$ cat src/rtl/core/sidasc_pkg.sv
`default_nettype none
// ----------------------------------------------------------------------------
// sidasc_pkg
// Types, constants and the shift-and-add-3 step shared by the signed integer
// to decimal ASCII converter.
// ----------------------------------------------------------------------------
package sidasc_pkg;

  localparam int unsigned BinW        = 32;
  localparam int unsigned BcdDigits   = 10;
  localparam int unsigned BcdW        = 4 * BcdDigits;
  localparam int unsigned DabbleSteps = 4;
  localparam int unsigned NumStages   = BinW / DabbleSteps;

  localparam int unsigned CharW  = 7;
  localparam int unsigned PosW   = 5;

  localparam logic [CharW-1:0] ChMinus = 7'h2D;
  localparam logic [CharW-1:0] ChSpace = 7'h20;
  localparam logic [CharW-1:0] ChZero  = 7'h30;

  // Character positions within one run of twenty.
  localparam logic [PosW-1:0] SignPos       = 5'd0;
  localparam logic [PosW-1:0] FirstDigitPos = 5'd10;
  localparam logic [PosW-1:0] LastPos       = 5'd19;

  typedef struct packed {
    logic            neg;
    logic [BcdW-1:0] bcd;
    logic [BinW-1:0] bin;
  } work_t;

  // Several iterations of the shift-and-add-3 conversion.
  function automatic work_t dabble_steps(work_t w);
    work_t      r;
    logic [3:0] dig;
    r = w;
    for (int s = 0; s < DabbleSteps; s++) begin
      for (int d = 0; d < BcdDigits; d++) begin
        dig = r.bcd[d*4 +: 4];
        if (dig >= 4'd5) begin
          r.bcd[d*4 +: 4] = dig + 4'd3;
        end
      end
      {r.bcd, r.bin} = {r.bcd[BcdW-2:0], r.bin, 1'b0};
    end
    return r;
  endfunction

endpackage
`default_nettype wire

$ cat src/rtl/core/sidasc_front.sv
`default_nettype none
// ----------------------------------------------------------------------------
// sidasc_front
// Input stage: registers the sign and the unsigned magnitude of the value.
// ----------------------------------------------------------------------------
module sidasc_front (
  input  wire logic                      clk_i,
  input  wire logic                      rst_ni,
  input  wire logic                      up_valid_i,
  input  wire logic [31:0]               value_i,
  output logic                           up_ready_o,
  output logic                           dn_valid_o,
  output sidasc_pkg::work_t              dn_data_o,
  input  wire logic                      dn_ready_i
);

  logic              valid_q, valid_d;
  sidasc_pkg::work_t data_q,  data_d;
  logic              load;

  assign up_ready_o = !valid_q || dn_ready_i;
  assign load       = up_valid_i && up_ready_o;

  always_comb begin
    valid_d = up_ready_o ? up_valid_i : valid_q;
    data_d.neg = value_i[31];
    data_d.bcd = '0;
    data_d.bin = value_i[31] ? (32'd0 - value_i) : value_i;
  end

  always_ff @(posedge clk_i or negedge rst_ni) begin
    if (!rst_ni) begin
      valid_q <= 1'b0;
    end else begin
      valid_q <= valid_d;
    end
  end

  always_ff @(posedge clk_i) begin
    if (load) begin
      data_q <= data_d;
    end
  end

  assign dn_valid_o = valid_q;
  assign dn_data_o  = data_q;

endmodule
`default_nettype wire

$ cat src/rtl/core/sidasc_stage.sv
`default_nettype none
// ----------------------------------------------------------------------------
// sidasc_stage
// One pipeline stage of the binary to BCD conversion: four shift-and-add-3
// iterations between registers.
// ----------------------------------------------------------------------------
module sidasc_stage (
  input  wire logic              clk_i,
  input  wire logic              rst_ni,
  input  wire logic              up_valid_i,
  input  wire sidasc_pkg::work_t up_data_i,
  output logic                   up_ready_o,
  output logic                   dn_valid_o,
  output sidasc_pkg::work_t      dn_data_o,
  input  wire logic              dn_ready_i
);

  logic              valid_q, valid_d;
  sidasc_pkg::work_t data_q,  data_d;
  logic              load;

  assign up_ready_o = !valid_q || dn_ready_i;
  assign load       = up_valid_i && up_ready_o;
  assign valid_d    = up_ready_o ? up_valid_i : valid_q;
  assign data_d     = sidasc_pkg::dabble_steps(up_data_i);

  always_ff @(posedge clk_i or negedge rst_ni) begin
    if (!rst_ni) begin
      valid_q <= 1'b0;
    end else begin
      valid_q <= valid_d;
    end
  end

  always_ff @(posedge clk_i) begin
    if (load) begin
      data_q <= data_d;
    end
  end

  assign dn_valid_o = valid_q;
  assign dn_data_o  = data_q;

endmodule
`default_nettype wire

$ cat src/rtl/core/sidasc_serializer.sv
`default_nettype none
// ----------------------------------------------------------------------------
// sidasc_serializer
// Holds one converted value, sent as twenty ASCII characters one word per
// cycle when not stalled: sign, nine padding zeros, then ten BCD digits.
// ----------------------------------------------------------------------------
module sidasc_serializer (
  input  wire logic              clk_i,
  input  wire logic              rst_ni,
  input  wire logic              up_valid_i,
  input  wire sidasc_pkg::work_t up_data_i,
  output logic                   up_ready_o,
  output logic                   out_valid_o,
  output logic [6:0]             char_code_o,
  output logic                   last_char_o,
  input  wire logic              out_stall_i
);

  logic                            busy_q, busy_d;
  logic [sidasc_pkg::PosW-1:0]     cnt_q,  cnt_d;
  logic                            neg_q;
  logic [sidasc_pkg::BcdW-1:0]     bcd_q;
  logic                            take, load, at_last;
  logic [3:0]                      dsel;
  logic [3:0]                      digit;

  assign at_last    = (cnt_q == sidasc_pkg::LastPos);
  assign take       = busy_q && !out_stall_i;
  assign up_ready_o = !busy_q || (take && at_last);
  assign load       = up_valid_i && up_ready_o;

  always_comb begin
    busy_d = busy_q;
    cnt_d  = cnt_q;
    if (take) begin
      cnt_d = at_last ? '0 : cnt_q + 5'd1;
      if (at_last) begin
        busy_d = 1'b0;
      end
    end
    if (load) begin
      busy_d = 1'b1;
      cnt_d  = '0;
    end
  end

  always_ff @(posedge clk_i or negedge rst_ni) begin
    if (!rst_ni) begin
      busy_q <= 1'b0;
      cnt_q  <= '0;
    end else begin
      busy_q <= busy_d;
      cnt_q  <= cnt_d;
    end
  end

  always_ff @(posedge clk_i) begin
    if (load) begin
      neg_q <= up_data_i.neg;
      bcd_q <= up_data_i.bcd;
    end
  end

  // The last position carries the least significant digit.
  assign dsel  = 4'(sidasc_pkg::LastPos - cnt_q);
  assign digit = bcd_q[dsel*4 +: 4];

  always_comb begin
    if (cnt_q == sidasc_pkg::SignPos) begin
      char_code_o = neg_q ? sidasc_pkg::ChMinus : sidasc_pkg::ChSpace;
    end else if (cnt_q < sidasc_pkg::FirstDigitPos) begin
      char_code_o = sidasc_pkg::ChZero;
    end else begin
      char_code_o = sidasc_pkg::ChZero + {3'b000, digit};
    end
  end

  assign out_valid_o = busy_q;
  assign last_char_o = at_last;

endmodule
`default_nettype wire

$ cat src/rtl/core/signed_int_to_decimal_ascii.sv
`default_nettype none
// ----------------------------------------------------------------------------
// signed_int_to_decimal_ascii
// Formats a signed 32-bit integer as a twenty-character decimal ASCII run.
// ----------------------------------------------------------------------------
// Each accepted value yields twenty words: a sign character ('-' or space)
// and nineteen zero-padded digits of the magnitude, the last word flagged by
// last_char_o. One input register, eight conversion stages of four
// shift-and-add-3 steps each and the character serializer lie in turn
// between acceptance and the first character. The serializer sends one
// character per cycle while out_stall_i is low and takes the next value as
// a run's last character is taken; up to nine more values wait in the
// pipeline while a run is being sent.
module signed_int_to_decimal_ascii (
  input  wire logic        clk_i,
  input  wire logic        rst_ni,
  input  wire logic        in_valid_i,
  output logic             in_stall_o,
  input  wire logic [31:0] value_i,
  output logic             out_valid_o,
  input  wire logic        out_stall_i,
  output logic [6:0]       char_code_o,
  output logic             last_char_o
);

  localparam int unsigned N = sidasc_pkg::NumStages;

  logic              valid   [N+1];
  logic              ready   [N+2];
  sidasc_pkg::work_t data    [N+1];
  logic              front_ready;

  sidasc_front u_front (
    .clk_i      (clk_i),
    .rst_ni     (rst_ni),
    .up_valid_i (in_valid_i),
    .value_i    (value_i),
    .up_ready_o (front_ready),
    .dn_valid_o (valid[0]),
    .dn_data_o  (data[0]),
    .dn_ready_i (ready[1])
  );

  assign ready[0]   = front_ready;
  assign in_stall_o = !ready[0];

  for (genvar g = 0; g < N; g++) begin : g_stage
    sidasc_stage u_stage (
      .clk_i      (clk_i),
      .rst_ni     (rst_ni),
      .up_valid_i (valid[g]),
      .up_data_i  (data[g]),
      .up_ready_o (ready[g+1]),
      .dn_valid_o (valid[g+1]),
      .dn_data_o  (data[g+1]),
      .dn_ready_i (ready[g+2])
    );
  end

  sidasc_serializer u_ser (
    .clk_i       (clk_i),
    .rst_ni      (rst_ni),
    .up_valid_i  (valid[N]),
    .up_data_i   (data[N]),
    .up_ready_o  (ready[N+1]),
    .out_valid_o (out_valid_o),
    .char_code_o (char_code_o),
    .last_char_o (last_char_o),
    .out_stall_i (out_stall_i)
  );

  // A run is never broken: after a taken word that is not the last, another
  // word follows.
  a_run_continuous: assert property (@(posedge clk_i) disable iff (!rst_ni)
    (out_valid_o && !out_stall_i && !last_char_o) |=> out_valid_o)
    else $error("character run broken before its last word");

  // The word after a run's last one, if any, is a sign character.
  a_sign_first: assert property (@(posedge clk_i) disable iff (!rst_ni)
    (out_valid_o && !out_stall_i && last_char_o) |=>
      (!out_valid_o || char_code_o == sidasc_pkg::ChMinus ||
       char_code_o == sidasc_pkg::ChSpace))
    else $error("run does not start with a sign character");

  // Every word is a sign character or a decimal digit.
  a_char_legal: assert property (@(posedge clk_i) disable iff (!rst_ni)
    out_valid_o |->
      ((char_code_o >= sidasc_pkg::ChZero &&
        char_code_o <= sidasc_pkg::ChZero + 7'd9) ||
       char_code_o == sidasc_pkg::ChMinus || char_code_o == sidasc_pkg::ChSpace))
    else $error("illegal character code");

endmodule
`default_nettype wire
$ cat config.mk
export PLATFORM = sky130hd
export DESIGN_NAME = signed_int_to_decimal_ascii
export DESIGN_NICKNAME = d
export VERILOG_FILES = /design/src/rtl/core/sidasc_pkg.sv /design/src/rtl/core/sidasc_front.sv /design/src/rtl/core/sidasc_stage.sv /design/src/rtl/core/sidasc_serializer.sv /design/src/rtl/core/signed_int_to_decimal_ascii.sv
export SDC_FILE = /design/constraint.sdc
export NUM_CORES = 1
export LEC_CHECK = 0
export BUFFER_PORTS_ARGS = -buffer_cell sky130_fd_sc_hd__buf_2
export CORE_UTILIZATION = 35
export CTS_CLUSTER_DIAMETER = 60
export DETAILED_ROUTE_END_ITERATION = 7
export SLEW_MARGIN = 20
export SYNTH_ARGS = -nofsm -noshare
export SYNTH_HDL_FRONTEND = slang
export SYNTH_SLANG_ARGS = --single-unit
$ cat constraint.sdc
create_clock -name clk_i -period 3.6 [get_ports clk_i]
set_input_delay 0 -clock clk_i [delete_from_list [all_inputs] [get_ports clk_i]]
set_output_delay 0 -clock clk_i [all_outputs]
set_load 0.02 [all_outputs]
---- Yosys cells after proc, flatten, opt, wreduce, memory -nomap -nowiden ----
Index checks and enable logic that the tools add are counted.
storage, ports and cells
  register bits ........................... 489
  bits of input ports ..................... 36
operators by class
  add/sub/neg operators ................... 269
  magnitude comparators ................... 266
  eq/ne operators ......................... 1
  shift-type cells ........................ 1
  multiplexer cells ....................... 275
  reductions and logical operators ........ 38
operators with widths
  operator                                                    count
  >= comparator 4 x 3 -> 1 bit, second input constant         255
  2-to-1 mux 4 bit                                            242
  adder 4 x 2 -> 4 bit, second input constant                 234
  2-to-1 mux 3 bit                                            22
  adder 3 x 2 -> 3 bit, second input constant                 21
  indexed part select 40 x 7 -> 4 bit                         1
  subtractor 1 x 32 -> 32 bit, first input constant           1
  2-to-1 mux 31 bit                                           1
  adder 1 x 2 -> 3 bit, second input constant                 8
  >= comparator 1 x 3 -> 1 bit, second input constant         8
  2-to-1 mux 5 bit                                            3
  2-to-1 mux 7 bit                                            2
  logical AND 1 bit                                           12
  zero test 1 bit                                             12
  logical OR 1 bit                                            10
  adder 6 x 4 -> 7 bit, first input constant                  1
  adder 1 x 2 -> 3 bit, both inputs constant                  2
  >= comparator 1 x 3 -> 1 bit, both inputs constant          2
  adder 5 x 1 -> 5 bit, second input constant                 1
  == test 5 bit, second input constant                        1
  zero test 5 bit                                             1
  less-than comparator 5 x 4 -> 1 bit, second input constant  1
  2-to-1 mux 1 bit                                            5
  nonzero test 2 bit                                          2
  other kinds (2)                                             2

---- Longest topological paths before layout ----
Gate-level depths: netlist (run 1).
  depth after elaboration ................. 14
  depth in mapped cells ................... 20
  depth with buffers taken out ............ 20

---- By module ----
From an unflattened synthesis (run 1), not the netlist that was laid out.
unflattened totals
  cell total of the unflattened synthesis .. 7204
  area total of the unflattened synthesis .. 62267.2 um2
by module, submodules not included
  module                       times used  cells each  area each (um2)  sequential area each (um2)
  sidasc_stage                 8           862         7263.2           2097.0
  sidasc_front                 1           175         2108.3           1016.0
  sidasc_serializer            1           132         2049.5           1381.3
  signed_int_to_decimal_ascii  1           1           3.8              0.0

---- Least setup slack after synthesis (run 1) ----
Ideal clock, no wire load.
  kind .................................... reg-to-reg
  start point ............................. reg g_stage[4].u_stage.data_q (netlist bit g_stage[4].u_stage.dn_data_o[32])
  end point ............................... reg g_stage[5].u_stage.data_q (netlist bit g_stage[5].u_stage.dn_data_o[38]), data pin
  setup time .............................. 0.256 ns
  arrival time ............................ 3.556 ns
  setup slack ............................. -0.212 ns
  cell stages (with the launch flop) ...... 13
  buffers on the path ..................... 0
  cells stage by stage .................... edfxtp_1 > inv_1 > ha_1 > nand2b_1 > a21oi_1 > mux2i_1 > o21ai_0 > xnor2_1 > ha_1 > a21oi_1 > o311ai_0 > o21ai_0 > a22o_1
RTL lines
  element                 line                source
  from (decl)             sidasc_stage.sv:19  sidasc_pkg::work_t data_q, data_d;
  from (signal assigned)  sidasc_stage.sv:37  data_q <= data_d;
  to (signal assigned)    sidasc_stage.sv:37
  to (decl)               sidasc_stage.sv:19

==> metrics.txt, run 1 <==
# TYPE chip_impl_metric gauge
chip_impl_info{name="run_status",value="completed"} 1
chip_impl_metric{name="drt_first_pass_iters",unit=""} 5
chip_impl_info{name="cpMaxStageDelayCell",value="sky130_fd_sc_hd__mux2_2"} 1
chip_impl_metric{name="worst_hold_margin",unit="ns"} 0.170
chip_impl_metric{name="tritoncts.num_buffers",unit=""} 46
chip_impl_metric{name="drive_above_1_share",unit="%"} 16.4
chip_impl_metric{name="finalWirelength",unit="mm"} 55.2
chip_impl_metric{name="p_leak",unit="nW"} 12.9
chip_impl_metric{name="clock_path_buffers",unit=""} 3
chip_impl_info{name="cts_tree",value="built"} 1
chip_impl_metric{name="htree_num_levels",unit=""} 2
chip_impl_metric{name="dpl_cell_area",unit="mm2"} 0.0317
chip_impl_metric{name="crit_required",unit="ns"} 3.92
chip_impl_metric{name="clock_sink_count",unit=""} 394
chip_impl_metric{name="die_width",unit="um"} 291
chip_impl_metric{name="worst_tran_pin_value",unit="ns"} 0.968
chip_impl_metric{name="final_design_area_no_fill",unit="mm2"} 0.0346
chip_impl_metric{name="yosys_warnings",unit=""} 0
chip_impl_metric{name="ys_seq_elements",unit=""} 394
chip_impl_metric{name="detail_route.wl_per_cell",unit="um"} 12.3
chip_impl_metric{name="synth.net_count",unit=""} 3306
chip_impl_metric{name="timing.final.hold_violations",unit=""} 0
chip_impl_metric{name="setup-violations-final",unit=""} 0
chip_impl_info{name="path_class",value="flop to flop"} 1
chip_impl_metric{name="initialDrtViolationCount",unit=""} 1334
chip_impl_metric{name="final.fill_count",unit=""} 7907
chip_impl_metric{name="grt_first_pass_wirelength",unit="mm"} 95.2
chip_impl_metric{name="route.antenna.remaining_nets",unit=""} 0
chip_impl_metric{name="use_met2",unit="%"} 21.9
chip_impl_metric{name="final_net_count",unit=""} 3558
chip_impl_metric{name="num_io_pins",unit=""} 46
chip_impl_metric{name="worst-path-buf-inv",unit=""} 2
chip_impl_metric{name="clk_latency",unit="ns"} 0.58
chip_impl_metric{name="drt_drc_violations_left",unit=""} 0
chip_impl_metric{name="post_synth_inst_count",unit=""} 3120
chip_impl_metric{name="crit_path_arrival_time",unit="ns"} 3.77
chip_impl_info{name="regToRegStartpoint",value="g_stage[5].u_stage.dn_data_o[57]"} 1
chip_impl_metric{name="grt_util_met1",unit="%"} 16.5
chip_impl_metric{name="asyncSetResetFlopFracSynth",unit="%"} 3.81
chip_impl_metric{name="overall_die_height",unit="um"} 291
chip_impl_metric{name="initial_antenna_violation_count",unit=""} 0
chip_impl_metric{name="global_route.usage.total",unit="%"} 12.6
chip_impl_metric{name="netlist.area_leader.share",unit="%"} 39.0
chip_impl_info{name="synth_top_cells_by_area",value="sky130_fd_sc_hd__edfxtp_1 39%, sky130_fd_sc_hd__ha_1 6.4%, sky130_fd_sc_hd__a21oi_1 5.2%"} 1
chip_impl_metric{name="yosysSeqAreaShare",unit="%"} 40.3
chip_impl_metric{name="floorplan_row_count",unit=""} 105
chip_impl_metric{name="cellPowerDensity",unit="mW/mm2"} 423
chip_impl_metric{name="numPortBuffers",unit=""} 43
chip_impl_metric{name="placeableCoreArea",unit="mm2"} 0.0822
chip_impl_metric{name="detail_route.vias_per_cell",unit=""} 5.25
chip_impl_info{name="cells_along_the_critical_path",value="inv_1 -> ha_2 -> nand2b_1 -> a21oi_2 -> mux2_2 -> or3_1 -> and2_1 -> buf_4 -> ha_1 -> a21oi_1 -> a211o_1 -> and3_1 -> o32a_1"} 1
chip_impl_info{name="startpoint_type",value="flop"} 1
chip_impl_metric{name="synth_enable_flop_cells",unit=""} 379
chip_impl_metric{name="postSynthAreaPerCell",unit="um2"} 9.35
chip_impl_info{name="worst_setup_path_startpoint",value="g_stage[5].u_stage.dn_data_o[57]"} 1
chip_impl_metric{name="routed-via-count",unit=""} 23500
chip_impl_metric{name="footprint_of_the_multi_input_gates",unit="mm2"} 0.0170
chip_impl_metric{name="crit_path_max_incr_delay",unit="ns"} 0.38
chip_impl_metric{name="finalCritPeriodShare",unit="%"} 96.0
chip_impl_info{name="synth_top_cell_by_area",value="sky130_fd_sc_hd__edfxtp_1"} 1
chip_impl_metric{name="dp_hpwl",unit="mm"} 39.1
chip_impl_metric{name="slew_viol_final",unit=""} 0
chip_impl_metric{name="worstPathMaxFanout",unit=""} 5
chip_impl_metric{name="fp.dieArea",unit="mm2"} 0.0845
chip_impl_info{name="timing.hold.worst.start",value="in_valid_i"} 1
chip_impl_info{name="setup_repair_after_global_routing_missed_its_margin",value="yes"} 1
chip_impl_metric{name="finalCriticalPeriod",unit="ns"} 3.46
chip_impl_info{name="end_kind",value="flop"} 1
chip_impl_metric{name="max-cap-violations",unit=""} 0
chip_impl_metric{name="fin_worst_skew",unit="ns"} 0.0179
chip_impl_metric{name="ir_worst_vdd",unit="V"} 0.000265
chip_impl_metric{name="report.power.total",unit="mW"} 14.6
chip_impl_metric{name="antenna-diode-count",unit=""} 0
chip_impl_metric{name="grt_overflow",unit=""} 0
chip_impl_info{name="timing.critical_path.max_delay_family",value="compound AO/OA/AOI/OAI gates"} 1
chip_impl_info{name="timing.hold.worst.class",value="primary input to flop"} 1
chip_impl_metric{name="initial_utilization",unit="%"} 35.5
chip_impl_metric{name="synth.cell_area",unit="mm2"} 0.0292
chip_impl_metric{name="relSlewSlack",unit="%"} 34.9
chip_impl_metric{name="first_global_vias",unit=""} 21400
chip_impl_info{name="most_used_layer_global_route",value="met2"} 1
chip_impl_metric{name="flow.area_growth_from_synthesis",unit="%"} 18.8
chip_impl_metric{name="gp_routability_congestion",unit=""} 0.799
chip_impl_metric{name="grt.met3_usage",unit="%"} 1.97
chip_impl_metric{name="post_synth_num_cell_types",unit=""} 82
chip_impl_metric{name="area.sequential",unit="mm2"} 0.0118
chip_impl_info{name="cts-root-buf",value="sky130_fd_sc_hd__clkbuf_16"} 1
chip_impl_info{name="synth-main-ff-cell",value="sky130_fd_sc_hd__edfxtp_1"} 1
chip_impl_metric{name="fmaxAchievable",unit="MHz"} 289
chip_impl_metric{name="grt_max_degree",unit=""} 43
chip_impl_metric{name="cts.clk_slew.worst_paths",unit="ns"} 0.06
==> path summary, 6_finish.rpt <==
path	endpoint	slack (ns)	depth (start not counted)
hold / removal	u_front.dn_valid_o	0.17	3
min in group asynchronous	g_stage[2].u_stage.dn_valid_o	0.73	3
setup / recovery	g_stage[6].u_stage.dn_data_o[61]	0.14	13
setup reg to reg	g_stage[6].u_stage.dn_data_o[61]	0.14	13
hold reg to reg	u_ser.bcd_q[23]	0.40	0
max in group asynchronous	u_ser.cnt_q[1]	2.30	3
==> per-stage QoR <==
| stage | setup TNS, ns | std cells | utilization, % | worst slack (ns) |
|---|---|---|---|---|
| 2_1_floorplan | -0.00960 | 3120 | - | -0.00960 |
| 3_3_place_gp | 0 | 4319 | 38.6 | 0.0897 |
| 3_5_place_dp | -0.134 | 4319 | 38.6 | -0.0787 |
| 4_1_cts | 0 | 4464 | 41.2 | 0.0158 |
| 5_1_grt | -0.215 | 4480 | 42.1 | -0.0340 |
| 6_report | 0 | 4480 | 42.1 | 0.143 |
==> power breakdown <==
group	leakage (nW)	switching, mW	internal, mW	total [mW]
registers	3.57	0.125	5.41	5.53
clock network	0.752	1.95	2.75	4.70
logic	8.59	2.44	1.98	4.42
==> synthesized netlist by cell type, types with 15 or more instances <==
library cell               count
sky130_fd_sc_hd__clkbuf_1     75
sky130_fd_sc_hd__nor4_1       18
sky130_fd_sc_hd__a211oi_1     39
sky130_fd_sc_hd__a21o_1       22
sky130_fd_sc_hd__xor2_1       31
sky130_fd_sc_hd__o31ai_1      23
sky130_fd_sc_hd__edfxtp_1    379
sky130_fd_sc_hd__o21a_1       32
sky130_fd_sc_hd__a211o_1      22
sky130_fd_sc_hd__nand3_1      58
sky130_fd_sc_hd__mux2_2       76
sky130_fd_sc_hd__nor3b_1      51
sky130_fd_sc_hd__a21oi_1     303
sky130_fd_sc_hd__o21ai_0     291
sky130_fd_sc_hd__and2_1       25
sky130_fd_sc_hd__xnor2_1     165
sky130_fd_sc_hd__ha_1        150
sky130_fd_sc_hd__nor3_1       66
sky130_fd_sc_hd__mux2i_1      84
sky130_fd_sc_hd__nor2_1      222
sky130_fd_sc_hd__o211ai_1     24
sky130_fd_sc_hd__inv_1       206
sky130_fd_sc_hd__or3_1        23
sky130_fd_sc_hd__a31oi_1      76
sky130_fd_sc_hd__o22ai_1      36
sky130_fd_sc_hd__nor2b_1      26
sky130_fd_sc_hd__nand2_1     226
sky130_fd_sc_hd__a22oi_1      15
sky130_fd_sc_hd__nand2b_1     75
sky130_fd_sc_hd__dfrtp_1      15
sky130_fd_sc_hd__o21bai_1     17
==> logic make-up after synthesis <==
kind of cell	Yosys count	share of synthesized area (%)
AO/OA/AOI/OAI	1074	22.9
AND/OR/NAND/NOR	843	14.2
flip-flops	394	40.3
buffers and inverters	291	3.78
XOR/XNOR	196	5.89
multiplexers	168	6.44
adder cells (fa/ha/maj)	152	6.50
other	2	0.0258
==> state kept, by name (all words and copies together) (netlist names) <==
| register | count |
|---|---|
| u_front.dn_valid_o | 1 |
| u_ser.bcd_q | 40 |
| u_front.dn_data_o | 33 |
| u_ser.neg_q | 1 |
| u_ser.cnt_q | 5 |
| u_ser.out_valid_o | 1 |
| g_stage.u_stage.dn_data_o | 305 |
| g_stage.u_stage.dn_valid_o | 8 |
==> cell usage in the layout (no fill, tap or decap), drive strengths merged, types with 18 or more instances in the layout <==
| cell | netlist | layout |
|---|---|---|
| a21oi | 303 | 303 |
| nand3 | 58 | 58 |
| a21o | 22 | 22 |
| dlygate4sd3 | 0 | 58 |
| ha | 150 | 150 |
| nor2b | 26 | 26 |
| o31ai | 23 | 23 |
| a211o | 22 | 22 |
| o22ai | 36 | 36 |
| nor3b | 51 | 51 |
| a31oi | 76 | 76 |
| o21a | 32 | 32 |
| edfxtp | 379 | 379 |
| clkbuf | 75 | 49 |
| nand2 | 226 | 226 |
| o211ai | 24 | 24 |
| inv | 206 | 211 |
| and2 | 26 | 26 |
| o21ai | 304 | 304 |
| xor2 | 31 | 31 |
| buf | 10 | 231 |
| nor2 | 222 | 222 |
| nand2b | 78 | 78 |
| nor3 | 66 | 66 |
| mux2 | 76 | 76 |
| a211oi | 39 | 39 |
| clkinv | 0 | 22 |
| nor4 | 18 | 18 |
| or3 | 25 | 25 |
| xnor2 | 165 | 165 |
| mux2i | 84 | 84 |
==> routing by layer <==
layer	routed length, um	vias to the layer above	share of wire, %
met2	26000	331	47
met4	894	0	1.6
met1	26200	10900	47
met3	2100	70	3.8
met5	0	-	0
li1	-	12300	-
==> area by class of cell <==
cell class,instances,area share [%]
Multi-Input combinational cell,2435,49.0
Sequential cell,394,33.9
Timing Repair Buffer,289,6.48
Tap cell,1070,3.86
Clock buffer,49,3.36
Inverter,206,2.23
Clock inverter,37,1.12
==> timing repair <==
action | in CTS | in global routing
setup buffers | 0 | 16
endpoints found under the setup margin | 5 | 105
hold buffers | 59 | 0
endpoints found under the hold margin | 56 | 0
gates cloned | 0 | 0
gates resized for setup | 5 | 142
pin swaps | 0 | 23
==> tightest hold or removal path, stage by stage <==
cell                            delay (ns)
sky130_fd_sc_hd__dlygate4sd3_1        0.52
sky130_fd_sc_hd__buf_2                0.10
sky130_fd_sc_hd__nand2b_1             0.08
No activity file was read; power rests on OpenSTA's default activity.
==> run 2, diff against run 1 <==
- CTS_BUF_LIST: default -> sky130_fd_sc_hd__clkbuf_16
==> run 2 against run 1 <==
Compared with the run above: die area is the same; critical path depth is the same; clock skew is essentially flat; worst setup slack is essentially flat; sequential power is essentially flat; largest cell class unchanged; largest power group unchanged; highest routed layer unchanged.
==> metrics.txt, run 2 (synthesized netlist as in run 1, its figures left out) <==
# TYPE chip_impl_metric gauge
chip_impl_info{name="cpMaxStageDelayCell",value="sky130_fd_sc_hd__mux2_2"} 1
chip_impl_metric{name="timing.final.hold_violations",unit=""} 0
chip_impl_metric{name="detail_route.wl_per_cell",unit="um"} 12.3
chip_impl_metric{name="fmaxAchievable",unit="MHz"} 289
chip_impl_info{name="timing.critical_path.to",value="g_stage[6].u_stage.dn_data_o[61]"} 1
chip_impl_info{name="layout.cells.most_common",value="sky130_fd_sc_hd__edfxtp_1"} 1
chip_impl_metric{name="gp_routability_congestion",unit=""} 0.799
chip_impl_metric{name="worst-path-buf-inv",unit=""} 2
chip_impl_metric{name="slew_viol_final",unit=""} 0
chip_impl_metric{name="flow.area_growth_from_synthesis",unit="%"} 18.8
chip_impl_metric{name="numPlacedInstances",unit=""} 4319
chip_impl_info{name="critical_path.reg2reg.endpoint",value="g_stage[6].u_stage.dn_data_o[61]"} 1
chip_impl_metric{name="final_net_count",unit=""} 3558
chip_impl_info{name="cts-root-buf",value="sky130_fd_sc_hd__clkbuf_16"} 1
chip_impl_metric{name="finalNonFillerCells",unit=""} 4480
chip_impl_metric{name="worst_tran_pin_value",unit="ns"} 0.968
chip_impl_metric{name="die_width",unit="um"} 291
chip_impl_metric{name="routed-via-count",unit=""} 23500
chip_impl_metric{name="timing.reg2reg.worst_path_depth",unit=""} 13
chip_impl_metric{name="post-route-util",unit="%"} 42.1
chip_impl_metric{name="first_global_vias",unit=""} 21400
chip_impl_metric{name="p_leak",unit="nW"} 12.9
chip_impl_metric{name="detail_route.vias_per_cell",unit=""} 5.25
chip_impl_metric{name="tritoncts.num_buffers",unit=""} 46
chip_impl_metric{name="path_depth",unit=""} 13
chip_impl_metric{name="crit_path_max_incr_delay",unit="ns"} 0.38
chip_impl_metric{name="antenna-diode-count",unit=""} 0
chip_impl_info{name="timing.critical_path.max_delay_family",value="compound AO/OA/AOI/OAI gates"} 1
chip_impl_info{name="cells_along_the_critical_path",value="inv_1 -> ha_2 -> nand2b_1 -> a21oi_2 -> mux2_2 -> or3_1 -> and2_1 -> buf_4 -> ha_1 -> a21oi_1 -> a211o_1 -> and3_1 -> o32a_1"} 1
chip_impl_metric{name="crit_path_arrival_time",unit="ns"} 3.77
chip_impl_metric{name="initial_utilization",unit="%"} 35.5
chip_impl_metric{name="clk_latency",unit="ns"} 0.58
chip_impl_metric{name="numPortBuffers",unit=""} 43
chip_impl_info{name="timing.hold.worst.class",value="primary input to flop"} 1
chip_impl_metric{name="finalCriticalPeriod",unit="ns"} 3.46
chip_impl_metric{name="initialDrtViolationCount",unit=""} 1334
chip_impl_info{name="startpoint_type",value="flop"} 1
chip_impl_metric{name="floorplan_row_count",unit=""} 105
chip_impl_metric{name="initial_antenna_violation_count",unit=""} 0
chip_impl_metric{name="ir_worst_vdd",unit="V"} 0.000265
chip_impl_metric{name="report.power.total",unit="mW"} 14.6
chip_impl_metric{name="ff2ff_setup_slack",unit="ns"} 0.14
chip_impl_metric{name="crit_required",unit="ns"} 3.92
chip_impl_metric{name="drt_drc_violations_left",unit=""} 0
chip_impl_info{name="run_status",value="completed"} 1
chip_impl_metric{name="drive_above_1_share",unit="%"} 16.4
chip_impl_info{name="most-common-layout-cells",value="379 x sky130_fd_sc_hd__edfxtp_1, 281 x sky130_fd_sc_hd__o21ai_0, 268 x sky130_fd_sc_hd__a21oi_1"} 1
chip_impl_metric{name="finalWirelength",unit="mm"} 55.2
chip_impl_metric{name="cts.clk_slew.worst_paths",unit="ns"} 0.06
chip_impl_metric{name="grt_max_degree",unit=""} 43
chip_impl_metric{name="clock_path_buffers",unit=""} 3
chip_impl_metric{name="drt_first_pass_iters",unit=""} 5
chip_impl_metric{name="grt_first_pass_wirelength",unit="mm"} 95.2
chip_impl_metric{name="num_io_pins",unit=""} 46
chip_impl_metric{name="setup-violations-final",unit=""} 0
chip_impl_metric{name="fp.dieArea",unit="mm2"} 0.0845
chip_impl_metric{name="dp_hpwl",unit="mm"} 39.1
chip_impl_metric{name="largest_register_ffs",unit=""} 305
chip_impl_metric{name="grt_overflow",unit=""} 0
chip_impl_info{name="end_kind",value="flop"} 1
chip_impl_metric{name="worstPathMaxFanout",unit=""} 5
chip_impl_metric{name="fin_worst_skew",unit="ns"} 0.0178
chip_impl_metric{name="cellPowerDensity",unit="mW/mm2"} 423
chip_impl_info{name="setup_repair_after_global_routing_missed_its_margin",value="yes"} 1
chip_impl_metric{name="relSlewSlack",unit="%"} 34.9
chip_impl_metric{name="placeableCoreArea",unit="mm2"} 0.0822
chip_impl_info{name="cts_tree",value="built"} 1
chip_impl_info{name="regToRegStartpoint",value="g_stage[5].u_stage.dn_data_o[57]"} 1
chip_impl_info{name="worst_setup_path_startpoint",value="g_stage[5].u_stage.dn_data_o[57]"} 1
chip_impl_metric{name="route.antenna.remaining_nets",unit=""} 0
chip_impl_metric{name="worst_hold_margin",unit="ns"} 0.170
chip_impl_metric{name="htree_num_levels",unit=""} 2
chip_impl_metric{name="global_route.usage.total",unit="%"} 12.6
chip_impl_metric{name="max-cap-violations",unit=""} 0
chip_impl_metric{name="finalCritPeriodShare",unit="%"} 96.0
chip_impl_info{name="path_class",value="flop to flop"} 1
chip_impl_metric{name="overall_die_height",unit="um"} 291
chip_impl_metric{name="clock_sink_count",unit=""} 394
==> run 2: layout make-up <==
class	count	area, um2
Tap cell	1070	1340
Sequential cell	394	11800
Multi-Input combinational cell	2435	17000
Clock inverter	40	400
Inverter	206	773
Fill cell	7907	47600
Timing Repair Buffer	289	2240
Clock buffer	46	1150
==> run 2: repair_timing <==
item / 4_1_cts / 5_1_grt
buffers inserted: 0 / 16
hold buffers: 59 / 0
resized for setup: 5 / 142
pin swaps: 0 / 23
endpoints found under the setup margin: 5 / 105
endpoints found under the hold margin: 56 / 0
==> run 2: worst min path at each step <==
stage | startpoint | to | slack [ns] | cells after the start
after floorplan | rst_ni | g_stage[0].u_stage.dn_valid_o | -0.30 | 0
after global placement | rst_ni | u_ser.cnt_q[0] | -0.01 | 1
after detailed placement | rst_ni | u_ser.cnt_q[0] | -0.01 | 1
after CTS | in_valid_i | u_front.dn_valid_o | 0.13 | 3
after global routing | in_valid_i | u_front.dn_valid_o | 0.14 | 3
final | in_valid_i | u_front.dn_valid_o | 0.17 | 3
==> run 2: per-layer routing <==
layer	share of wire [%]	GRT usage, %
met1	48	16.5
met2	47	21.9
met3	3.7	1.97
met4	1.6	2.92
met5	0	0
==> run 2: power breakdown <==
| group | switching, mW | leakage, nW | internal (mW) | total [mW] |
|---|---|---|---|---|
| Clock | 1.95 | 0.764 | 2.74 | 4.69 |
| Combinational | 2.44 | 8.59 | 1.98 | 4.42 |
| Sequential | 0.124 | 3.57 | 5.41 | 5.53 |
| Total | 4.51 | 12.9 | 10.1 | 14.6 |
==> run 2: tightest hold or removal path, cell delays in order <==
cell	delay, ns
sky130_fd_sc_hd__dlygate4sd3_1	0.52
sky130_fd_sc_hd__buf_2	0.10
sky130_fd_sc_hd__nand2b_1	0.08
==> run 2: per-stage QoR <==
step	setup WS [ns]	setup TNS, ns	area (um2)
2_1_floorplan	-0.00960	-0.00960	29200
5_1_grt	-0.0340	-0.215	34600
6_report	0.143	0	34600
3_3_place_gp	0.0897	0	31700
4_1_cts	0.0158	0	33900
3_5_place_dp	-0.0787	-0.134	31700
